===== config.mk =====
export PLATFORM = sky130hd
export DESIGN_NAME = idr_cell
export DESIGN_NICKNAME = d
export VERILOG_FILES = /design/src/rtl/idr_pkg.sv /design/src/rtl/idr_cell.sv
export SDC_FILE = /design/constraint.sdc
export NUM_CORES = 1
export LEC_CHECK = 0
export BUFFER_PORTS_ARGS = -buffer_cell sky130_fd_sc_hd__buf_2
export CORE_ASPECT_RATIO = 0.75
export CORE_MARGIN = 3
export CORE_UTILIZATION = 55
export CTS_BUF_LIST = sky130_fd_sc_hd__clkbuf_2
export DETAILED_ROUTE_END_ITERATION = 8
export HOLD_SLACK_MARGIN = 0.08
export PLACE_DENSITY = 0.88
export SLEW_MARGIN = 15
export SYNTH_ARGS = -nofsm -noshare
export SYNTH_HDL_FRONTEND = slang
export SYNTH_SLANG_ARGS = --single-unit

===== constraint.sdc =====
create_clock -name i_clk -period 9.81 [get_ports i_clk]
set_clock_uncertainty 0.1 [all_clocks]
set_input_delay 0.981 -clock i_clk [delete_from_list [all_inputs] [get_ports i_clk]]
set_output_delay 0.981 -clock i_clk [all_outputs]
set_load 0.1 [all_outputs]

===== src/rtl/idr_pkg.sv =====
// shared types and constants for the 32-bit divider pipeline
`timescale 1ns / 1ps
`default_nettype none
package idr_pkg;

    localparam int WORD_W = 32;

    typedef enum logic [1:0] {
        CMD_UQUO = 2'd0,
        CMD_UREM = 2'd1,
        CMD_SQUO = 2'd2,
        CMD_SREM = 2'd3
    } t_cmd;

    typedef struct packed {
        t_cmd cmd;
        logic num_neg;
        logic den_neg;
        logic den_zero;
    } t_side;

    typedef struct packed {
        logic [WORD_W-1:0] rem;
        logic [WORD_W-1:0] numq;
        logic [WORD_W-1:0] den;
        t_side             side;
    } t_cell_data;

endpackage
`default_nettype wire


===== src/rtl/idr_cell.sv =====
// one restoring shift-and-subtract step, one quotient bit per cell
`timescale 1ns / 1ps
`default_nettype none
module idr_cell (
    input  wire logic                 i_clk,
    input  wire logic                 i_rst_n,
    input  wire logic                 i_valid,
    output logic                      o_ready,
    input  wire idr_pkg::t_cell_data  i_data,
    output logic                      o_valid,
    input  wire logic                 i_ready,
    output idr_pkg::t_cell_data       o_data
);
    import idr_pkg::*;

    logic              r_valid;
    t_cell_data        r_data;
    t_cell_data        n_data;
    logic [WORD_W-1:0] shifted;
    logic [WORD_W:0]   diff;
    logic              fits;

    assign shifted = {i_data.rem[WORD_W-2:0], i_data.numq[WORD_W-1]};
    assign diff    = {1'b0, shifted} - {1'b0, i_data.den};
    assign fits    = !diff[WORD_W];

    always_comb begin
        n_data      = i_data;
        n_data.rem  = fits ? diff[WORD_W-1:0] : shifted;
        n_data.numq = {i_data.numq[WORD_W-2:0], fits};
    end

    assign o_ready = !r_valid || i_ready;

    always_ff @(posedge i_clk) begin
        if (!i_rst_n) begin
            r_valid <= 1'b0;
        end else if (o_ready) begin
            r_valid <= i_valid;
        end
    end

    always_ff @(posedge i_clk) begin
        if (o_ready && i_valid) begin
            r_data <= n_data;
        end
    end

    assign o_valid = r_valid;
    assign o_data  = r_data;

endmodule
`default_nettype wire


# ---- Yosys cells after proc, flatten, opt, wreduce, memory -nomap -nowiden
# Cells that the tools add are included.
dict set report word_totals {
  out_inout_bits 103
  reg_bits 102
  in_bits 105
}
dict set report op_classes {
  muxes 1
  n_addsub 1
  reduce_logical 4
}
# op n
set ops {}
lappend ops {{$sub A32 B32 Y33} 1}
lappend ops {{$mux W32} 1}
lappend ops {{$logic_not A1 Y1} 2}
lappend ops {{$logic_and A1 B1 Y1} 1}
lappend ops {{$logic_or A1 B1 Y1} 1}

# ---- Depth between registers and ports, before layout
dict set report logic_depth {
  depth_word 3
  mapped_depth 13
}

# ---- Worst setup path before layout
# OpenSTA, ideal clock, no wires.
dict set report synth_path {
  path_kind {in2reg}
  startpoint {in i_ready}
  endpoint {reg r_data, in the netlist o_data[0] (enable)}
  setup_slack_ns 5.009
  arrival_time_ns 4.230
  n_path_buf 0
  stages 2
  path_cell_list {nand2b_1 -> and2_1}
}
dict set report synth_via {
  elab_chain_len 2
}
# item line_no
set synth_rtl {}
lappend synth_rtl {{from (decl)} idr_cell.sv:11} ;# input wire logic i_ready,
lappend synth_rtl {{$logic_or A1 B1 Y1} idr_cell.sv:33} ;# assign o_ready = !r_valid || i_ready;
lappend synth_rtl {{$logic_and A1 B1 Y1} idr_cell.sv:44} ;# if (o_ready && i_valid) begin
lappend synth_rtl {{to (signal assigned)} idr_cell.sv:45} ;# r_data <= n_data;
lappend synth_rtl {{to (decl)} idr_cell.sv:17} ;# t_cell_data r_data;
# Every way passes these cells.
# A chain may end at the register's enable or synchronous reset.

==> qor.csv <==
metric,value,unit
status,finished clean,
Crit Path Max Fanout,19,
"slowest stage delay, CP",0.59,ns
initial antenna violation count,1,
clock slew at reported path FFs,0.28,ns
Post-synth ARST share,0,
number of cells produced by synthesis,429,
die boundary width,121,um
IO Pins,208,
Gate power share,0.404,
Yosys Warn Count,0,
switching power,513,uW
Setup CP Type,input pin to register,
count of input and output buffers,206,
transition at the pin with the smallest max-transition slack,0.789,ns
switching share of total power,0.429,
per-instance average area after synthesis,12.7,um2
height of the die,92.2,um
worst path bufs/invs,3,
via count of the first global-routing pass,4208,
wire length of the first global-routing pass,20700,um
Final Max Slew Viols,0,
routed via count,4156,
hold slack,0.451,ns
clock tree sinks,102,
Placed Area,6590,um2
aggregate global-route resource usage,0.237,
per-cell routed wire length,17.5,um
worst vdd ir,0.111,mV
XOR/XNOR share of the synthesized area,0.0434,
number of hold-repair buffers added at the cts stage,0,
share of the synthesized area in compound gates (AO/OA/AOI/OAI),0.126,
share of total power in sequential cells,0.443,
multiplexer share of the synthesized area,0.0813,
Crit. End Element,register,
critical path cell sequence,buf_2 -> inv_1 -> ha_1 -> a21o_1 -> nor3_1 -> a211o_1 -> o21bai_4 -> a31oi_2 -> o211a_1 -> o31ai_4 -> a21oi_4 -> buf_4 -> mux2_2,
Setup-failing EPs final,0,
Internal Power,683,uW
RSZ-0062 raised after global routing,no,
largest net degree at the start of global routing,60,
fraction of the core area covered by cells at the end of the flow,0.716,
cell types with the largest area share after synthesis,"sky130_fd_sc_hd__edfxtp_1 (56%), sky130_fd_sc_hd__ha_1 (7.4%), sky130_fd_sc_hd__mux2_4 (7.2%)",
share of the synthesized area in the top cell type,0.557,
root buffer cell,sky130_fd_sc_hd__clkbuf_2,
latest clock arrival within the worst-skew pair,0.56,ns
max frequency,0.241,GHz
sequential cell area fraction in the yosys report,0.561,
Setup crit start kind,input pin,
clock buffers created by TritonCTS,9,
cell area after synthesis,5450,um2
Die ar.,11100,um2
worst min-delay path category,input pin to register,
Placeable Area,9350,um2
most frequent cells after synthesis,"sky130_fd_sc_hd__edfxtp_1 (101), sky130_fd_sc_hd__inv_1 (44), sky130_fd_sc_hd__a21oi_1 (37), sky130_fd_sc_hd__ha_1 (32), sky130_fd_sc_hd__mux2_4 (26)",
starting utilization of the core area,0.583,
ANT cells,0,
1st-iter DRT viols,245,
depth of the CTS H-tree,3,
post-synth net total,567,
total congestion overflow,0,
adder and majority gate portion of the synthesized area,0.0772,
static leakage,3.09,nW
worst max-slew margin expressed relative to the limit,0.467,
"wirelength, routed",13400,um
Max-cap violations,0,
largest family of logic cells by synthesized area,compound AO/OA/AOI/OAI gates,
top_reg_cell synth,sky130_fd_sc_hd__edfxtp_1,
most frequently used cell type in the post-synthesis netlist,sky130_fd_sc_hd__edfxtp_1,
number of hold-slack violations in the final timing report,0,
number of distinct library cell variants in the gate-level netlist after synthesis,51,
buffers inserted during post-CTS setup optimization,0,
weighted congestion reported at the end of routability-driven placement,0.948,
number of buffers on the longest clock path,2,
final net count,773,
Clock power frac,0.153,
count of antenna-violating nets left after detailed routing,0,
final-layout setup total negative slack,0,ns
kind of cell with the highest combined delay on the critical path,compound AO/OA/AOI/OAI gates,
number of placement rows,30,
library cell contributing the largest single delay on the critical path,sky130_fd_sc_hd__a21oi_4,
simple-gate share of the synthesized area,0.0680,
total power per unit cell area,179,nW/um2
crit share post-route,0.423,
clock tree from TritonCTS,built,
synthesis-to-layout area growth,22.8,%
post-layout min period,4.15,ns
first-pass iteration count of the detailed router,4,
Required @ worst endpoint,10.09,ns
number of remaining DRC errors,0,
library cell occupying the most area in the post-synthesis netlist,sky130_fd_sc_hd__edfxtp_1,
Synth Register Bits,102,
total non-filler cell area in the finished layout,6690,um2
share of final-layout standard cells stronger than drive strength 1,0.405,
signal arrival time at the worst endpoint,4.43,ns
Post-synth EDFFs,101,
post-CTS sizing,0,
detailed placer's ending HPWL,10600,um
Via density,5.42,
==> through the flow <==
step | power, mW | std cells | setup WS (ns)
after floorplan | 0.936 | 429 | 5.01
after global placement | 1.01 | 752 | 5.11
after detailed placement | 1.02 | 752 | 5.03
after CTS | 1.20 | 767 | 5.71
after global routing | 1.25 | 767 | 5.45
final | 1.20 | 767 | 5.66
==> final cells by class <==
type,instances,area [um2]
Timing Repair Buffer,208,1050
Multi-Input combinational cell,270,2170
Clock buffer,9,45.0
Fill cell,720,2660
Clock inverter,6,55.1
Sequential cell,102,3050
Inverter,44,165
Tap cell,128,160
==> placed cells by master, fill, tap and decap left out, drive strengths merged, types with 3 or more instances in the layout <==
cell type / instances
o211ai: 3
o21bai: 4
clkbuf: 9
nand2: 19
inv: 47
ha: 32
a21oi: 38
buf: 208
o2111ai: 3
mux2: 28
nand2b: 5
nor2: 20
a31oi: 6
a211oi: 3
and3: 3
o21ai: 13
xnor2: 21
a21o: 13
nand4: 4
nor2b: 4
mux2i: 3
nand3: 13
xor2: 6
o31ai: 3
o21a: 3
edfxtp: 101
==> worst register-to-register path: stages (launching register included) <==
cell and delay, ns:
sky130_fd_sc_hd__dfxtp_1 0.37, sky130_fd_sc_hd__nand2b_1 0.10, sky130_fd_sc_hd__and2_4 0.52, sky130_fd_sc_hd__buf_4 0.72
==> flip-flops by register name, summed over array words and instances (netlist names) <==
name / flops
o_data: 101
o_valid: 1
==> power groups by stage <==
stage	clock (mW)	sequential [mW]	combinational [mW]
after floorplan	0	0.776	0.160
after global placement	0	0.538	0.472
after detailed placement	0	0.540	0.481
after CTS	0.190	0.530	0.482
after global routing	0.206	0.533	0.507
final	0.183	0.530	0.483
==> cell families (layout without fill, tap and decap cells) <==
group | count (synthesis) | in the layout
XOR/XNOR | 27 | 27
flip-flops | 102 | 102
AO/OA/AOI/OAI | 102 | 102
AND/OR/NAND/NOR | 77 | 77
buffers and inverters | 57 | 267
multiplexers | 31 | 31
adder cells (fa/ha/maj) | 33 | 33
==> routing by layer <==
metal | GRT usage | vias to the layer above | wire length [um] | share of wire
met5 | 0 | - | 13 | 0.00097
met2 | 0.410 | 184 | 6570 | 0.49
met1 | 0.279 | 1950 | 5190 | 0.39
li1 | - | 2000 | - | -
met4 | 0.0557 | 2 | 172 | 0.013
met3 | 0.0937 | 20 | 1470 | 0.11
==> path summary, 6_finish.rpt <==
kind / from / endpoint / slack [ns] / cells after the start
min reg2reg: o_valid$_SDFFE_PN0N_ / o_valid$_SDFFE_PN0N_ / 0.46 / 2
max: i_data[10] / o_data[71]$_DFFE_PP_ / 5.66 / 13
max reg2reg: o_valid$_SDFFE_PN0N_ / o_data[18]$_DFFE_PP_ / 7.65 / 3
min: i_data[56] / o_data[57]$_DFFE_PP_ / 0.45 / 1
Note: power is estimated with default switching activity, not from simulation.
