--- config.mk ---
export PLATFORM = sky130hd
export DESIGN_NAME = idr_prep
export DESIGN_NICKNAME = d
export VERILOG_FILES = /design/src/rtl/idr_pkg.sv /design/src/rtl/idr_prep.sv
export SDC_FILE = /design/constraint.sdc
export NUM_CORES = 1
export LEC_CHECK = 0
export ABC_AREA = 1
export BUFFER_PORTS_ARGS = -buffer_cell sky130_fd_sc_hd__clkbuf_2
export CAP_MARGIN = 20
export CORE_MARGIN = 4
export CORE_UTILIZATION = 52
export CTS_BUF_LIST = sky130_fd_sc_hd__clkbuf_4 sky130_fd_sc_hd__clkbuf_8
export DETAILED_ROUTE_END_ITERATION = 6
export PLACE_DENSITY_LB_ADDON = 0.1
export SLEW_MARGIN = 20
export SYNTH_ARGS = -nofsm -noshare
export SYNTH_HDL_FRONTEND = slang
export SYNTH_SLANG_ARGS = --single-unit
--- constraint.sdc ---
create_clock -name i_clk -period 12.3 [get_ports i_clk]
set_input_delay 0 -clock i_clk [delete_from_list [all_inputs] [get_ports i_clk]]
set_output_delay 0 -clock i_clk [all_outputs]
set_load 0.05 [all_outputs]
--- src/rtl/idr_pkg.sv ---
// shared types and constants for the 32-bit divider pipeline
`timescale 1ns / 1ps
`default_nettype none
package idr_pkg;

    localparam int WORD_W = 32;

    typedef enum logic [1:0] {
        CMD_UQUO = 2'd0,
        CMD_UREM = 2'd1,
        CMD_SQUO = 2'd2,
        CMD_SREM = 2'd3
    } t_cmd;

    typedef struct packed {
        t_cmd cmd;
        logic num_neg;
        logic den_neg;
        logic den_zero;
    } t_side;

    typedef struct packed {
        logic [WORD_W-1:0] rem;
        logic [WORD_W-1:0] numq;
        logic [WORD_W-1:0] den;
        t_side             side;
    } t_cell_data;

endpackage
`default_nettype wire

--- src/rtl/idr_prep.sv ---
// entry stage: takes operand magnitudes and records signs for the divider chain
`timescale 1ns / 1ps
`default_nettype none
module idr_prep (
    input  wire logic                      i_clk,
    input  wire logic                      i_rst_n,
    input  wire logic                      i_valid,
    output logic                           o_ready,
    input  wire idr_pkg::t_cmd             i_cmd,
    input  wire logic [idr_pkg::WORD_W-1:0] i_dividend,
    input  wire logic [idr_pkg::WORD_W-1:0] i_divisor,
    output logic                           o_valid,
    input  wire logic                      i_ready,
    output idr_pkg::t_cell_data            o_data
);
    import idr_pkg::*;

    logic       r_valid;
    t_cell_data r_data;
    t_cell_data n_data;
    logic       is_signed;

    assign is_signed = (i_cmd == CMD_SQUO) || (i_cmd == CMD_SREM);

    always_comb begin
        n_data               = '0;
        n_data.side.cmd      = i_cmd;
        n_data.side.num_neg  = is_signed & i_dividend[WORD_W-1];
        n_data.side.den_neg  = is_signed & i_divisor[WORD_W-1];
        n_data.side.den_zero = (i_divisor == '0);
        n_data.rem           = '0;
        n_data.numq          = n_data.side.num_neg ? (-i_dividend) : i_dividend;
        n_data.den           = n_data.side.den_neg ? (-i_divisor) : i_divisor;
    end

    assign o_ready = !r_valid || i_ready;

    always_ff @(posedge i_clk) begin
        if (!i_rst_n) begin
            r_valid <= 1'b0;
        end else if (o_ready) begin
            r_valid <= i_valid;
        end
    end

    always_ff @(posedge i_clk) begin
        if (o_ready && i_valid) begin
            r_data <= n_data;
        end
    end

    assign o_valid = r_valid;
    assign o_data  = r_data;

endmodule
`default_nettype wire

* Yosys cells after proc, flatten, opt, wreduce, memory -nomap -nowiden *
Index checks and enable logic that the tools add are counted.

operators by class
  eq/ne operators = 2
  add/subtract/negate cells = 2
  reductions and logical operators = 5
  divide/modulo/power cells = 0
  shifts and indexed selects = 0
  mux-type cells = 2
  $lt $le $gt $ge = 0
  multiply operators = 0
  bitwise gates (word level) = 2

operator list
  cell                                        number
  32-bit two-way mux                          2
  32-bit negation                             2
  32-bit zero test                            1
  2-bit equality test, second input constant  2
  1-bit bitwise AND                           2
  1-bit logical OR                            2
  1-bit logical AND                           1
  1-bit zero test                             1

storage, ports and cells
  memory bits (writable) = 0
  input bits = 70
  ROM bits = 0
  bits in latches = 0
  output and inout port bits = 103
  register bits = 70
  memories = 0
  logic and storage cells = 20

* Logic depth before layout (Yosys ltp) *
  depth in word-level cells = 4
  mapped depth = 9
  gate-level depth less buffers = 9

* Worst setup path before layout *
Ideal clock, no wire load.

  path type = reg2reg
  start = register r_valid (netlist: o_valid)
  end = register r_data, in the netlist o_data[0], enable pin
  stages on the path, launching flop included = 2
  data arrival time = 3,930 ps
  clock period less this slack = 4,448 ps
  buffers on the path = 0
  path slack = 7,852 ps
  data required time = 11,782 ps
  setup time = 518 ps
  cells stage by stage = dfxtp_1 a21oi_1

on the way
  cells in the longest elaborated chain, start to end = 3

RTL lines
  what                      RTL line        source
  start: declaration        idr_prep.sv:18  logic r_valid;
  start signal: assignment  idr_prep.sv:42  r_valid <= i_valid;
  1-bit zero test           idr_prep.sv:36  assign o_ready = !r_valid || i_ready;
  1-bit logical OR          idr_prep.sv:36
  1-bit logical AND         idr_prep.sv:47  if (o_ready && i_valid) begin
  end signal: assignment    idr_prep.sv:48  r_data <= n_data;
  end: declaration          idr_prep.sv:19  t_cell_data r_data;

No other way between the ends.
A chain may end at the register's enable or synchronous reset.

* Worst setup path after layout *
  start = register r_valid (netlist: o_valid)
  end = register r_data, in the netlist o_data[43], enable pin

Same word-level chain as after synthesis.

==> run_results.csv <==
group,metric,value,unit
worst_setup_path,crit_chain,"a21oi_4, buf_4",
clocking,clkTransAtPathRegs,80,ps
worst_setup_path,crit_fanout,47,
detailed_routing,drc,0,
yosys,synth-seq-area-share,0.4699,
finish,drive_above_1_share,0.2497,
worst_setup_path,worstSetupPathType,"register to register",
clocking,cts_buffer_depth,2,
placed_design,gp_congestion,0.9687,
die,die_w,100.5,µm
detailed_routing,vias_per_cell,4.903,
timing,fin_crit,2002,ps
yosys,async_flop_share,0,
finish,nets,809,
clocking,insertion_delay,350,ps
run_status,status,"finished, violations left",
die,initial_utilization,0.5391,
global_routing,antenna_found_initial,0,
timing,finalHoldViolCount,1,
power,p_per_area,122.1,nW/µm²
yosys,yosys_warnings,0,
clocking,cts_setup_buffers,0,
run,cap_violations,0,
finish,area_delta_synth_final,27.99,%
global_routing,grt_start_max_net_pins,48,
clocking,cts_hold_buffers,36,
detailed_routing,vias,4148,
die,dieArea,10110,µm²
yosys,synth_top_family_by_area,"simple AND/OR/NAND/NOR gates",
worst_setup_path,crit_required,12290,ps
worst_hold_path,hold_class,"input pin to register",
yosys,muxShareOfSynthArea,0,
yosys,synth_area,4452,µm²
yosys,ys_types,26,
worst_setup_path,path_buf_inv,1,
detailed_routing,wirelength,11580,µm
clocking,h-tree-depth,3,
yosys,synth_area_leaders,"edfxtp_1 47%, nand2_1 16%, nor2_1 7.7%, buf_4 5.6%, inv_1 3.9%",
yosys,synth_common_cells,"188 x nand2_1, 91 x nor2_1, 69 x edfxtp_1",
worst_setup_path,cp_top_family,"compound AO/OA/AOI/OAI gates",
detailed_routing,first_pass_iters,5,
die,io_pins,173,
timing,setup-tns-final,0,ps
clocking,cts_tree,"done",
detailed_routing,ant_nets,0,
yosys,yosys.area_share.simple,0.3305,
worst_setup_path,critPathLaunchType,"register",
timing,max_freq,0.4994,GHz
yosys,ys_seq_elements,70,
yosys,yosysTopAreaCell,"edfxtp_1",
placed_design,port_buffers,140,
die,die_h,100.5,µm
yosys,synth-compound-area-share,0.03064,
global_routing,grt_pass1_wl,18550,µm
finish,post-route-util,0.6900,
yosys,synth_most_common_cell,"nand2_1",
global_routing,grt.total_usage,0.2351,
timing,skew,7.556,ps
finish,nFillCells,716,
yosys,ys.flop_type,"edfxtp_1",
clocking,ctsResizeCount,0,
yosys,synth_fa_ha_area_frac,0.005621,
worst_setup_path,cpMaxStageDelayCell,"a21oi_4",
yosys,syn_inst,555,
die,fp.coreArea,8258,µm²
timing,setup_violations,0,
global_routing,first_global_vias,3835,
yosys,syn_avg_cell_area,8.021,µm²
timing,grt_setup_unrepaired,"false",
yosys,synth_edf_count,69,
power,p_leak,2.711,nW
run_status,violations,"hold timing",
yosys,yosysTopAreaCellShare,0.4654,
clocking,numCtsBuffers,9,
timing,timing.slew.headroom,0.4980,
timing,post-route-period-util,0.1628,
timing,tightest_slew,751.3,ps
timing,final_max_slew_viol_count,0,
worst_setup_path,r2r_slack,10300,ps
die,rows,33,
timing,hold_ws,-4.837,ps
global_routing,overflow,0,
placed_design,dp_hpwl,8924,µm
finish,diodes,0,
detailed_routing,wl_per_cell,13.68,µm
clocking,root_buffer,"clkbuf_8",
worst_setup_path,critPathMaxStageDelay,620,ps
yosys,synth_xor_area_frac,0.05509,
worst_setup_path,cp.arrival,1990,ps
detailed_routing,first_iter_violations,193,
worst_setup_path,crit_path_end_kind,"register",
power,max-vdd-ir-drop,0.00006907,V
clocking,cts_sinks,70,
## final cells by class
cell class | count | area (µm²) | share of cell area
clock buffer | 9 | 123.9 | 0.02174
sequential | 70 | 2092 | 0.3672
timing repair buffer | 177 | 1069 | 0.1875
clock inverter | 6 | 87.58 | 0.01537
multi-input combinational | 431 | 2009 | 0.3527
tap | 105 | 131.4 | 0.02306
inverter | 48 | 185.2 | 0.03250
## sequential cells by signal, indices dropped and copies added (netlist names)
signal	flops
o_valid	1
o_data	69
## worst reg2reg max path, stage by stage, from the launching register on
cell and delay [ps]:
dfxtp_1 350, a21oi_4 620, buf_4 640
## cell usage in the layout, fill, tap and decap left out
cell | Yosys | layout
a21boi_0 | 1 | 1
a21oi_1 | 4 | 3
a21oi_2 | 1 | 1
a21oi_4 | 0 | 1
buf_4 | 33 | 1
bufinv_16 | 0 | 2
clkbuf_2 | 0 | 140
clkbuf_8 | 0 | 9
clkinv_2 | 0 | 2
clkinv_4 | 0 | 2
conb_1 | 1 | 32
dfxtp_1 | 1 | 1
dlygate4sd3_1 | 0 | 36
edfxtp_1 | 69 | 69
ha_1 | 2 | 2
inv_1 | 46 | 46
inv_2 | 1 | 1
inv_6 | 1 | 1
nand2_1 | 188 | 188
nand2_2 | 4 | 4
nand2_4 | 1 | 1
nand3_1 | 34 | 34
nand3b_1 | 2 | 2
nand4_1 | 2 | 2
nor2_1 | 91 | 91
nor2_2 | 8 | 8
nor2_4 | 12 | 12
nor3_1 | 1 | 1
o21ai_0 | 16 | 16
o21ai_1 | 4 | 4
xnor2_1 | 15 | 15
xor2_1 | 13 | 13
## layer usage
layer,wire length [µm],share of wire,vias to the layer above,GRT usage
li1,-,-,2072,-
met1,5056,0.44,1880,0.3151
met2,5357,0.46,178,0.3777
met3,995,0.086,18,0.05190
met4,165,0.014,0,0.08187
met5,0,0,-,0
## logic make-up (layout without fill, tap and decap cells)
| group | after synthesis | in the layout |
|---|---|---|
| other cells | 1 | 32 |
| buf+inv | 85 | 240 |
| fa+ha+maj | 2 | 2 |
| xor+xnor | 28 | 28 |
| flops | 70 | 70 |
| compound gates | 26 | 26 |
| simple gates | 343 | 343 |
## power breakdown
part / switching [mW] / internal (mW)
logic: 0.150 / 0.0490
clock network: 0.0900 / 0.113
registers: 0.00599 / 0.287
total: 0.246 / 0.449
## path summary, 6_finish.rpt
kind	start	endpoint	cells after the start
worst max register to register	o_valid$_SDFFE_PN0N_	o_data[43]$_DFFE_PP_	2
worst min-delay path	i_dividend[6]	o_data[43]$_DFFE_PP_	2
worst min register to register	o_valid$_SDFFE_PN0N_	o_data[6]$_DFFE_PP_	1
worst max-delay path	o_valid$_SDFFE_PN0N_	o_data[43]$_DFFE_PP_	2
## metrics by stage
step                power (mW)  instances  hold WS, ps  setup WS (ps)  instance area, µm²
finish                  0.6956        846       -4.837          10300                5698
global placement        0.4860        795        187.2          10320                5126
detailed placement      0.4883        795        193.0          10260                5126
global route            0.7246        846        5.683          10190                5698
CTS                     0.6981        846       0.8595          10280                5698
floorplan               0.4494        586        98.87           7852                4568
Note: power is estimated with default switching activity, not from simulation.
