$ cat config.mk
export PLATFORM = sky130hd
export DESIGN_NAME = idr_post
export DESIGN_NICKNAME = d
export VERILOG_FILES = /design/src/rtl/idr_pkg.sv /design/src/rtl/idr_post.sv
export SDC_FILE = /design/constraint.sdc
export NUM_CORES = 1
export LEC_CHECK = 0
export BUFFER_PORTS_ARGS = -buffer_cell sky130_fd_sc_hd__clkbuf_2
export CORE_MARGIN = 5
export CORE_UTILIZATION = 53
export DETAILED_ROUTE_END_ITERATION = 10
export PLACE_DENSITY_LB_ADDON = 0.15
export SLEW_MARGIN = 20
export SYNTH_ARGS = -nofsm -noshare
export SYNTH_HDL_FRONTEND = slang
export SYNTH_SLANG_ARGS = --single-unit
$ cat constraint.sdc
create_clock -name i_clk -period 4.6 [get_ports i_clk]
set_clock_uncertainty 0.1 [all_clocks]
set_input_delay 0.46 -clock i_clk [delete_from_list [all_inputs] [get_ports i_clk]]
set_output_delay 0.46 -clock i_clk [all_outputs]
set_load 0.01 [all_outputs]
$ cat src/rtl/idr_pkg.sv
// shared types and constants for the 32-bit divider pipeline
`timescale 1ns / 1ps
`default_nettype none
package idr_pkg;

    localparam int WORD_W = 32;

    typedef enum logic [1:0] {
        CMD_UQUO = 2'd0,
        CMD_UREM = 2'd1,
        CMD_SQUO = 2'd2,
        CMD_SREM = 2'd3
    } t_cmd;

    typedef struct packed {
        t_cmd cmd;
        logic num_neg;
        logic den_neg;
        logic den_zero;
    } t_side;

    typedef struct packed {
        logic [WORD_W-1:0] rem;
        logic [WORD_W-1:0] numq;
        logic [WORD_W-1:0] den;
        t_side             side;
    } t_cell_data;

endpackage
`default_nettype wire

$ cat src/rtl/idr_post.sv
// exit stage: picks quotient or remainder, restores sign, holds the result item
`timescale 1ns / 1ps
`default_nettype none
module idr_post (
    input  wire logic                       i_clk,
    input  wire logic                       i_rst_n,
    input  wire logic                       i_valid,
    output logic                            o_ready,
    input  wire idr_pkg::t_cell_data        i_data,
    output logic                            o_valid,
    input  wire logic                       i_ready,
    output logic [idr_pkg::WORD_W-1:0]      o_result
);
    import idr_pkg::*;

    logic              r_valid;
    logic [WORD_W-1:0] r_result;
    logic [WORD_W-1:0] n_result;
    logic [WORD_W-1:0] quo;
    logic [WORD_W-1:0] rem;

    assign quo = i_data.numq;
    assign rem = i_data.rem;

    always_comb begin
        case (i_data.side.cmd)
            CMD_UQUO: n_result = quo;
            CMD_UREM: n_result = rem;
            CMD_SQUO: n_result = (i_data.side.num_neg ^ i_data.side.den_neg) ?
                                 (-quo) : quo;
            CMD_SREM: n_result = i_data.side.num_neg ? (-rem) : rem;
            default:  n_result = '0;
        endcase
        if (i_data.side.den_zero) begin
            n_result = '0;
        end
    end

    assign o_ready = !r_valid || i_ready;

    always_ff @(posedge i_clk) begin
        if (!i_rst_n) begin
            r_valid <= 1'b0;
        end else if (o_ready) begin
            r_valid <= i_valid;
        end
    end

    always_ff @(posedge i_clk) begin
        if (o_ready && i_valid) begin
            r_result <= n_result;
        end
    end

    assign o_valid  = r_valid;
    assign o_result = r_result;

endmodule
`default_nettype wire

After elaboration in Yosys (flattened, before gate mapping). Index checks and enable logic that the tools add are counted.

Add/sub/neg operators: 2. Eq/ne operators: 3. Multiplexer cells: 3. Bitwise gates (word level): 1. Reduce and logical (&&, ||, !) cells: 4.

Operators with widths (count): $pmux 32 s4 (1); $mux 32 (2); $neg 32->32 (2); $eq 2x2->1 const B (2); $eq 2x1->1 const B (1); $logic_not 2->1 (1); $logic_and 1x1->1 (1); $logic_not 1->1 (1); $logic_or 1x1->1 (1); $xor 1x1->1 (1).

Bits in registers: 33. Input port bits: 105. Word-level logic and storage cells: 15.

Logic depth before layout (Yosys ltp). Gate-level depths: netlist of the first run.

Depth in word-level cells: 3. Mapped depth: 8.

Worst setup path after synthesis of the first run. OpenSTA, ideal clock, no wires.

Path type: input port to flip-flop. Start: in i_data[95] (netlist bit). End: reg r_result[31], in the netlist o_result[31] (data pin). Arrival: 2.318 ns. Required time: 4.242 ns. Slack: 1.924 ns. Cell stages on the path: 5. Buffers on the path: 0. Cells stage by stage: or4_4 or4_1 or4_4 a211o_1 o2bb2ai_1.

Word-level cells in the longest chain between the ends: 3.

RTL lines: from (decl) (line idr_post.sv:9) `input wire idr_pkg::t_cell_data i_data,`; $neg 32->32 (line idr_post.sv:31) `CMD_SREM: n_result = i_data.side.num_neg ? (-rem) : rem;`; $mux 32 (line idr_post.sv:31); $pmux 32 s4 (line idr_post.sv:26) `case (i_data.side.cmd)`; to (signal assigned) (line idr_post.sv:51) `r_result <= n_result;`; to (decl) (line idr_post.sv:17) `logic [WORD_W-1:0] r_result;`.

No other way between the ends. A chain may end at the register's enable or synchronous reset.

Worst setup path after layout of the first run.
Start: in i_data[69] (netlist bit). End: reg r_result[22], in the netlist o_result[22] (data pin).

The elaborated chain is that of the path after synthesis.

==> results.toml, run 1 <==
[status]
status = "finished, final reports clean"

[floorplanning]
initial_core_util = 0.552
pin_count = 139
core_area_sq_um = 5990
die-area_sq_um = 7920
dieWidth_um = 89.0
row_count = 28
dieHeight_um = 89.0

[setup_path]
worst_path_largest_cell_delay_ns = 0.70
crit_type = "in2reg"
crit_start = "i_data[69]"
critPathTopFamily = "simple AND/OR/NAND/NOR gates"
worstPathCellList = "clkbuf_2 > inv_1 > ha_1 > nor3b_1 > nand4_1 > o31ai_1 > mux2i_1 > o22ai_1"
crit_cells = 8
timing.rr.end = "o_result[21]"
crit_slowest_cell = "nor3b_1"
cp-end-kind = "flop"
r2r-start = "o_valid"
crit_path_start_kind = "input pin"
critical_path.max_fanout = 6
cp.arrival_ns = 2.80
crit_required_ns = 4.52
cp_num_buf_inv = 2
cp-endpoint = "o_result[22]"
reg2reg_slack_ns = 3.20
reg2reg_depth = 3

[yosys]
synth_enable_flop_cells = 32
synth_cells = 385
yosysTopAreaCellShare = 0.291
async_flop_share = 0
synth_top_area_cell = "edfxtp_1"
synth_area_leaders = "edfxtp_1 (29%), xor2_1 (6.6%), o31ai_1 (4.1%)"
ys_top_cells_by_count = "edfxtp_1 (32), nor2_1 (29), xor2_1 (25)"
syn-num-nets = 492
ys_seq_elements = 33
syn_area_sq_um = 3310
avgSynthCellArea_sq_um = 8.59
ys_seq_area_frac = 0.297
synth.distinct_cells = 69
synthFlopType = "edfxtp_1"
ys_warn_count = 0
yosysMostFrequentCell = "edfxtp_1"

[drt]
drt_wl_total_mm = 10.8
firstDrtPassIters = 5
drt-wirelength-per-cell_um = 19.5
ant_nets = 0
drtIter0Drc = 326
vias_per_cell = 6.55
vias = 3630
drc = 0

[cts]
cts.clk_slew.worst_paths_ns = 0.07
clockBufferDepth = 2
cts_tree = "built"
clk_latency_ns = 0.29
numCtsBuffers = 5
clockRootBuffer = "clkbuf_8"
cts_resized = 0
cts_hold_buffers = 0
clkSinkCount = 33
h-tree-depth = 2
cts_setup_buffers = 0

[power_and_ir_drop]
irDropWorstVdd_mv = 0.153
powerDensity_nw_per_um2 = 228
power_leakage_nw = 1.51
p_total_mw = 0.908

[placed_design]
place.gp.congestion = 0.887
io_buffers = 106
dp_cells = 546
dp_hpwl_mm = 7.99

[global_route]
antenna_found_initial = 0
grt_max_degree = 38
grt_pass1_wl_mm = 17.0
gr-usage-all-layers = 0.278
grt_pass1_vias = 3409
grt-ovfl-total = 0

[sta]
rsz0062_at_grt = "false"
period_needed_ns = 2.88
drv_slew = 0
fmax_mhz = 347
post-route-period-util = 0.626
setup_viol = 0
worst_slew_pin_slew_ns = 0.829
hold_viol_final = 0
fin_tns_setup_ns = 0
slew_headroom = 0.446

[layout]
drive_above_1_share = 0.296
nets = 585
diodes = 0
stdcell_count = 554
area_delta_synth_final_pct = 20.2

[run]
max_cap_viol_count = 0

[worst_hold_path]
hold_class = "in2reg"
## kinds of logic after synthesis
logic type,Yosys count,share of synthesized area
fa+ha+maj,2,0.00757
buf+inv,36,0.0435
mux,13,0.0397
compound gates,119,0.268
simple gates,146,0.249
xor+xnor,36,0.0953
flops,33,0.297
## per-layer routing
layer,global-route usage,vias to the layer above,routed length [um]
met4,0.104,0,215
met2,0.465,238,5220
met1,0.356,1665,4240
li1,-,1703,-
met3,0.0516,24,1150
met5,0,-,0
## worst min path at each step
stage / start / end / slack [ns] / depth (start not counted)
6_report: i_rst_n / o_valid / 0.29 / 2
3_3_place_gp: o_valid / o_valid / 0.41 / 2
4_1_cts: i_rst_n / o_valid / 0.29 / 2
2_1_floorplan: i_valid / o_valid / 0.50 / 2
5_1_grt: i_rst_n / o_valid / 0.30 / 2
3_5_place_dp: o_valid / o_valid / 0.43 / 2
## flip-flops by register name (all words and copies together) (netlist names)
register	count
o_result	32
o_valid	1
## report_power, final
| group | internal, mW | switching [mW] |
|---|---|---|
| Sequential | 0.361 | 0.00652 |
| Combinational | 0.115 | 0.174 |
| Clock | 0.135 | 0.116 |
| Total | 0.611 | 0.297 |
## layout by cell type, fill, tap and decap left out, types with 7 or more instances in the layout
master      n
nor4_1      9
clkbuf_8    7
xor2_1     24
o31ai_1    18
or4_1      11
edfxtp_1   32
or3_1      10
mux2i_1    12
a21oi_1    11
nand2_1    19
inv_1       9
clkbuf_2  106
a211oi_1   13
nor2_1     29
nor3_1     15
o21ai_0    18
nand3_1    12
xnor2_1    11
## metrics by stage
step | area (sq um) | hold WS [ns] | utilization | setup slack [ns]
detailed placement | 3870 | 0.426 | 0.647 | 1.48
global placement | 3870 | 0.409 | 0.647 | 1.50
CTS | 3980 | 0.289 | 0.664 | 1.76
global route | 3980 | 0.296 | 0.664 | 1.57
finish | 3980 | 0.293 | 0.664 | 1.72
floorplan | 3310 | 0.499 | - | 1.92
## final cells by class
| class | count | area [sq um] |
|---|---|---|
| Clock buffer | 7 | 96.3 |
| Clock inverter | 1 | 5.00 |
| Fill cell | 533 | 2020 |
| Inverter | 11 | 41.3 |
| Multi-Input combinational cell | 316 | 2190 |
| Sequential cell | 33 | 981 |
| Tap cell | 75 | 93.8 |
| Timing Repair Buffer | 111 | 568 |
(Power assumes the default switching activity.)
==> inputs of run 2 (changes only) <==
Settings changed: CORE_UTILIZATION 53 to 44.
Clock period 4.6 ns to 2.35 ns, I/O delays scaled along.
==> results.toml, run 2 (same netlist as run 1, synthesis figures left out) <==
[setup_path]
crit_required_ns = 2.30
timing.rr.end = "o_result[4]"
cp-endpoint = "o_result[31]"
cp-end-kind = "flop"
cp.arrival_ns = 2.26
reg2reg_slack_ns = 0.96
crit_cells = 6
r2r-start = "o_valid"
reg2reg_depth = 3
crit_type = "in2reg"
crit_slowest_cell = "or4_4"
crit_path_start_kind = "input pin"
worst_path_largest_cell_delay_ns = 0.54
crit_top_cell = "or4_4"
critical_path.max_fanout = 2
crit_start = "i_data[95]"
cp_num_buf_inv = 1
critPathTopFamily = "simple AND/OR/NAND/NOR gates"
worstPathCellList = "clkbuf_2 > or4_4 > or4_1 > or4_4 > a211o_1 > o2bb2ai_1"

[cts]
cts_resized = 0
cts_hold_buffers = 0
numCtsBuffers = 5
clkSinkCount = 33
cts_tree = "built"
clockBufferDepth = 2
cts_setup_buffers = 0
h-tree-depth = 2
cts.clk_slew.worst_paths_ns = 0.08
clk_latency_ns = 0.29
clockRootBuffer = "clkbuf_8"

[drt]
ant_nets = 0
vias_per_cell = 5.96
drt-wirelength-per-cell_um = 18.4
firstDrtPassIters = 5
drc = 0
drt_wl_total_mm = 11.8
vias = 3830
drtIter0Drc = 218

[sta]
slew_headroom = 0.632
period_needed_ns = 2.31
fmax_mhz = 434
rsz0062_at_grt = "false"
post-route-period-util = 0.982
worst_slew_pin_slew_ns = 0.539
hold_viol_final = 0
drv_slew = 0
setup_viol = 0
setup_ws_ns = 0.0433

[global_route]
grt_util_met1 = 0.311
grt_pass1_wl_mm = 18.6
gr-usage-all-layers = 0.241
grt_max_degree = 51
grt_pass1_vias = 3708
grt.busiest_layer = "met2"
use_met3 = 0.0424
grt-ovfl-total = 0
met2_usage = 0.415
antenna_found_initial = 0

[placed_design]
io_buffers = 106
preCtsSetupSlack_ns = -0.255
place_area_sq_um = 4410
dp_hpwl_mm = 9.15
place.gp.congestion = 0.915

[layout]
layout_commonest_cell = "clkbuf_2"
largest_register_ffs = 32
diodes = 0
finish.utilization = 0.620
final_cell_mix = "clkbuf_2 (106), buf_4 (69), edfxtp_1 (32), nor2_1 (29), xor2_1 (24)"
drive_above_1_share = 0.384
nets = 650
area_delta_synth_final_pct = 36.8
design_area_sq_um = 4520
nFillCells = 688

[floorplanning]
dieHeight_um = 96.7
dieWidth_um = 96.7
initial_core_util = 0.454
die-area_sq_um = 9350
pin_count = 139
core_area_sq_um = 7290
row_count = 31

[worst_hold_path]
hold_class = "in2reg"

[status]
status = "finished, final reports clean"

[power_and_ir_drop]
power_leakage_nw = 1.84
irDropWorstVdd_mv = 0.195
p_total_mw = 1.86
powerDensity_nw_per_um2 = 410

[run]
max_cap_viol_count = 0
run 2: per-layer routing:
layer	up-vias	share of wire
met2	155	0.48
li1	1828	-
met3	22	0.068
met5	-	0
met4	0	0.020
met1	1825	0.43
run 2: worst register-to-register path: stages, from the launching register on:
cell	delay [ns]
dfxtp_1	0.31
nand2b_1	0.09
and2_1	0.14
buf_4	0.40
run 2: where the power goes:
part / switching [mW] / internal, mW
logic: 0.360 / 0.281
clock network: 0.232 / 0.265
registers: 0.0122 / 0.706
total: 0.605 / 1.25
run 2: how the worst min path moves through the flow:
stage                 start       to  slack [ns]  cells after the start
detailed placement  i_rst_n  o_valid        0.38                      2
global placement    i_valid  o_valid        0.37                      3
CTS                 i_rst_n  o_valid        0.07                      2
global route        i_rst_n  o_valid        0.08                      2
finish              i_rst_n  o_valid        0.07                      2
floorplan           i_valid  o_valid        0.27                      2
run 2: layout make-up:
| type | instances | area, sq um | area share |
|---|---|---|---|
| Clock buffer | 7 | 96.3 | 0.0213 |
| Inverter | 11 | 41.3 | 0.00913 |
| Timing Repair Buffer | 176 | 1070 | 0.236 |
| Multi-Input combinational cell | 316 | 2210 | 0.488 |
| Sequential cell | 33 | 981 | 0.217 |
| Clock inverter | 1 | 5.00 | 0.00111 |
| Tap cell | 99 | 124 | 0.0274 |
run 2: through the flow:
step                TNS (ns)  hold WS, ns  std cells
floorplan             -0.101        0.274        385
global route               0       0.0751        643
global placement       -2.05        0.375        635
CTS                        0       0.0704        643
detailed placement     -2.11        0.378        635
finish                     0       0.0732        643
==> inputs of run 3 (changes only) <==
Settings changed: ABC_AREA set to 1, CORE_UTILIZATION 44 to 47, CTS_BUF_LIST set to sky130_fd_sc_hd__clkbuf_8.
==> results.toml, run 3 <==
[sta]
fin_tns_setup_ns = 0
period_needed_ns = 1.72
setup_viol = 0
worst_slew_pin_slew_ns = 0.598
fmax_mhz = 580
hold_viol_final = 0
rsz0062_at_grt = "false"
post-route-period-util = 0.733
slew_headroom = 0.601
drv_slew = 0

[placed_design]
io_buffers = 106
place_area_sq_um = 4550
dp_hpwl_mm = 10.4
place.gp.congestion = 0.936

[cts]
cts_setup_buffers = 0
cts_hold_buffers = 0
clockRootBuffer = "clkbuf_8"
cts_resized = 0
numCtsBuffers = 5
h-tree-depth = 2
clockBufferDepth = 2
clkSinkCount = 33
cts.clk_slew.worst_paths_ns = 0.08
clk_latency_ns = 0.28
cts_tree = "built"

[yosys]
ys_seq_elements = 33
ys_seq_area_frac = 0.251
synth_area_leaders = "edfxtp_1 (25%), nand2_1 (14%), nand3_1 (13%)"
ys_top_cells_by_count = "nand2_1 (149), nand3_1 (101), nor2_1 (88)"
async_flop_share = 0
synth.distinct_cells = 40
ys_warn_count = 0
synthFlopType = "edfxtp_1"
yosysMostFrequentCell = "nand2_1"
yosysTopAreaCellShare = 0.246
syn_area_sq_um = 3910
synth_enable_flop_cells = 32
synth_cells = 663
synth_top_area_cell = "edfxtp_1"
avgSynthCellArea_sq_um = 5.89
syn-num-nets = 770

[floorplanning]
dieWidth_um = 101
pin_count = 139
initial_core_util = 0.478
core_area_sq_um = 8180
die-area_sq_um = 10200
row_count = 33
dieHeight_um = 101

[global_route]
antenna_found_initial = 0
grt_pass1_wl_mm = 20.7
grt_max_degree = 33
gr-usage-all-layers = 0.253
grt_pass1_vias = 4224
grt-ovfl-total = 0

[layout]
nets = 873
drive_above_1_share = 0.205
largest_register_ffs = 32
nFillCells = 884
design_area_sq_um = 4630
area_delta_synth_final_pct = 18.5
final_cell_mix = "nand2_1 (149), clkbuf_2 (106), nand3_1 (101), inv_1 (88), nor2_1 (88)"
layout_commonest_cell = "nand2_1"
diodes = 0

[drt]
firstDrtPassIters = 7
drc = 0
drt-wirelength-per-cell_um = 15.1
vias = 4798
vias_per_cell = 5.50
drtIter0Drc = 384
drt_wl_total_mm = 13.2
ant_nets = 0

[worst_hold_path]
hold_class = "in2reg"
min_path_cells = 2

[setup_path]
crit_path_start_kind = "input pin"
cp.arrival_ns = 1.68
crit_type = "in2reg"
critical_path.max_fanout = 8
reg2reg_depth = 2
crit_required_ns = 2.31
cp-end-kind = "flop"

[power_and_ir_drop]
power_leakage_nw = 2.27
powerDensity_nw_per_um2 = 394
irDropWorstVdd_mv = 0.211

[status]
status = "finished, final reports clean"

[run]
max_cap_viol_count = 0
[run 3: cell count changes after synthesis, moves of 33 or more]
cell	previous run	this run
inv_1	9	87
nor2_1	29	88
o21ai_0	18	57
nand3_1	12	101
nand2_1	19	149
a21oi_1	11	44
[run 3: kinds of logic after synthesis]
logic type | after synthesis | share of synthesized area
compound gates | 130 | 0.180
xor+xnor | 4 | 0.00897
fa+ha+maj | 2 | 0.00640
buf+inv | 111 | 0.114
flops | 33 | 0.251
mux | 1 | 0.00256
simple gates | 382 | 0.437
[run 3: final timing paths]
check	to	start	slack, ns
min	o_valid	i_rst_n	0.08
max reg2reg	o_result[1]	o_valid	1.02
min reg2reg	o_valid	o_valid	0.46
max	o_result[28]	i_data[38]	0.63
[run 3: worst max-delay path, cell delays in order]
cell and delay (ns):
clkbuf_2 0.09, inv_1 0.11, ha_1 0.20, nand3_2 0.14, nor2_4 0.23, nand4_1 0.18, nand2_1 0.14, nand3_1 0.09
nand3_1 0.10, nand3_1 0.08, nand2_1 0.07, inv_1 0.03
[run 3: report_power, final]
group / switching, mW / internal (mW)
clock network: 0.226 / 0.201
registers: 0.0110 / 0.703
logic: 0.456 / 0.227
[run 3: metrics by stage]
stage	hold WS [ns]	utilization	power, mW	worst slack, ns	cells
6_report	0.0792	0.566	1.82	0.627	872
5_1_grt	0.0861	0.566	1.93	0.450	872
4_1_cts	0.0782	0.566	1.82	0.643	872
3_5_place_dp	0.381	0.556	1.40	0.335	864
3_3_place_gp	0.372	0.556	1.38	0.400	864
2_1_floorplan	0.289	-	1.14	0.569	663
[run 3: area by class of cell]
type                       instances  area (sq um)  share of cell area
clock buffer                       5          68.8              0.0149
clock inverter                     3          13.8             0.00297
inverter                          92           345              0.0746
multi-input combinational        519          2490               0.538
sequential                        33           981               0.212
tap                              105           131              0.0284
timing repair buffer             115           598               0.129
[run 3: metal layers]
layer	wire (um)	global-route usage	up-vias
met4	153	0.0634	0
met5	0	0	-
li1	-	-	2423
met1	5890	0.369	2128
met3	1470	0.0468	15
met2	5680	0.387	232
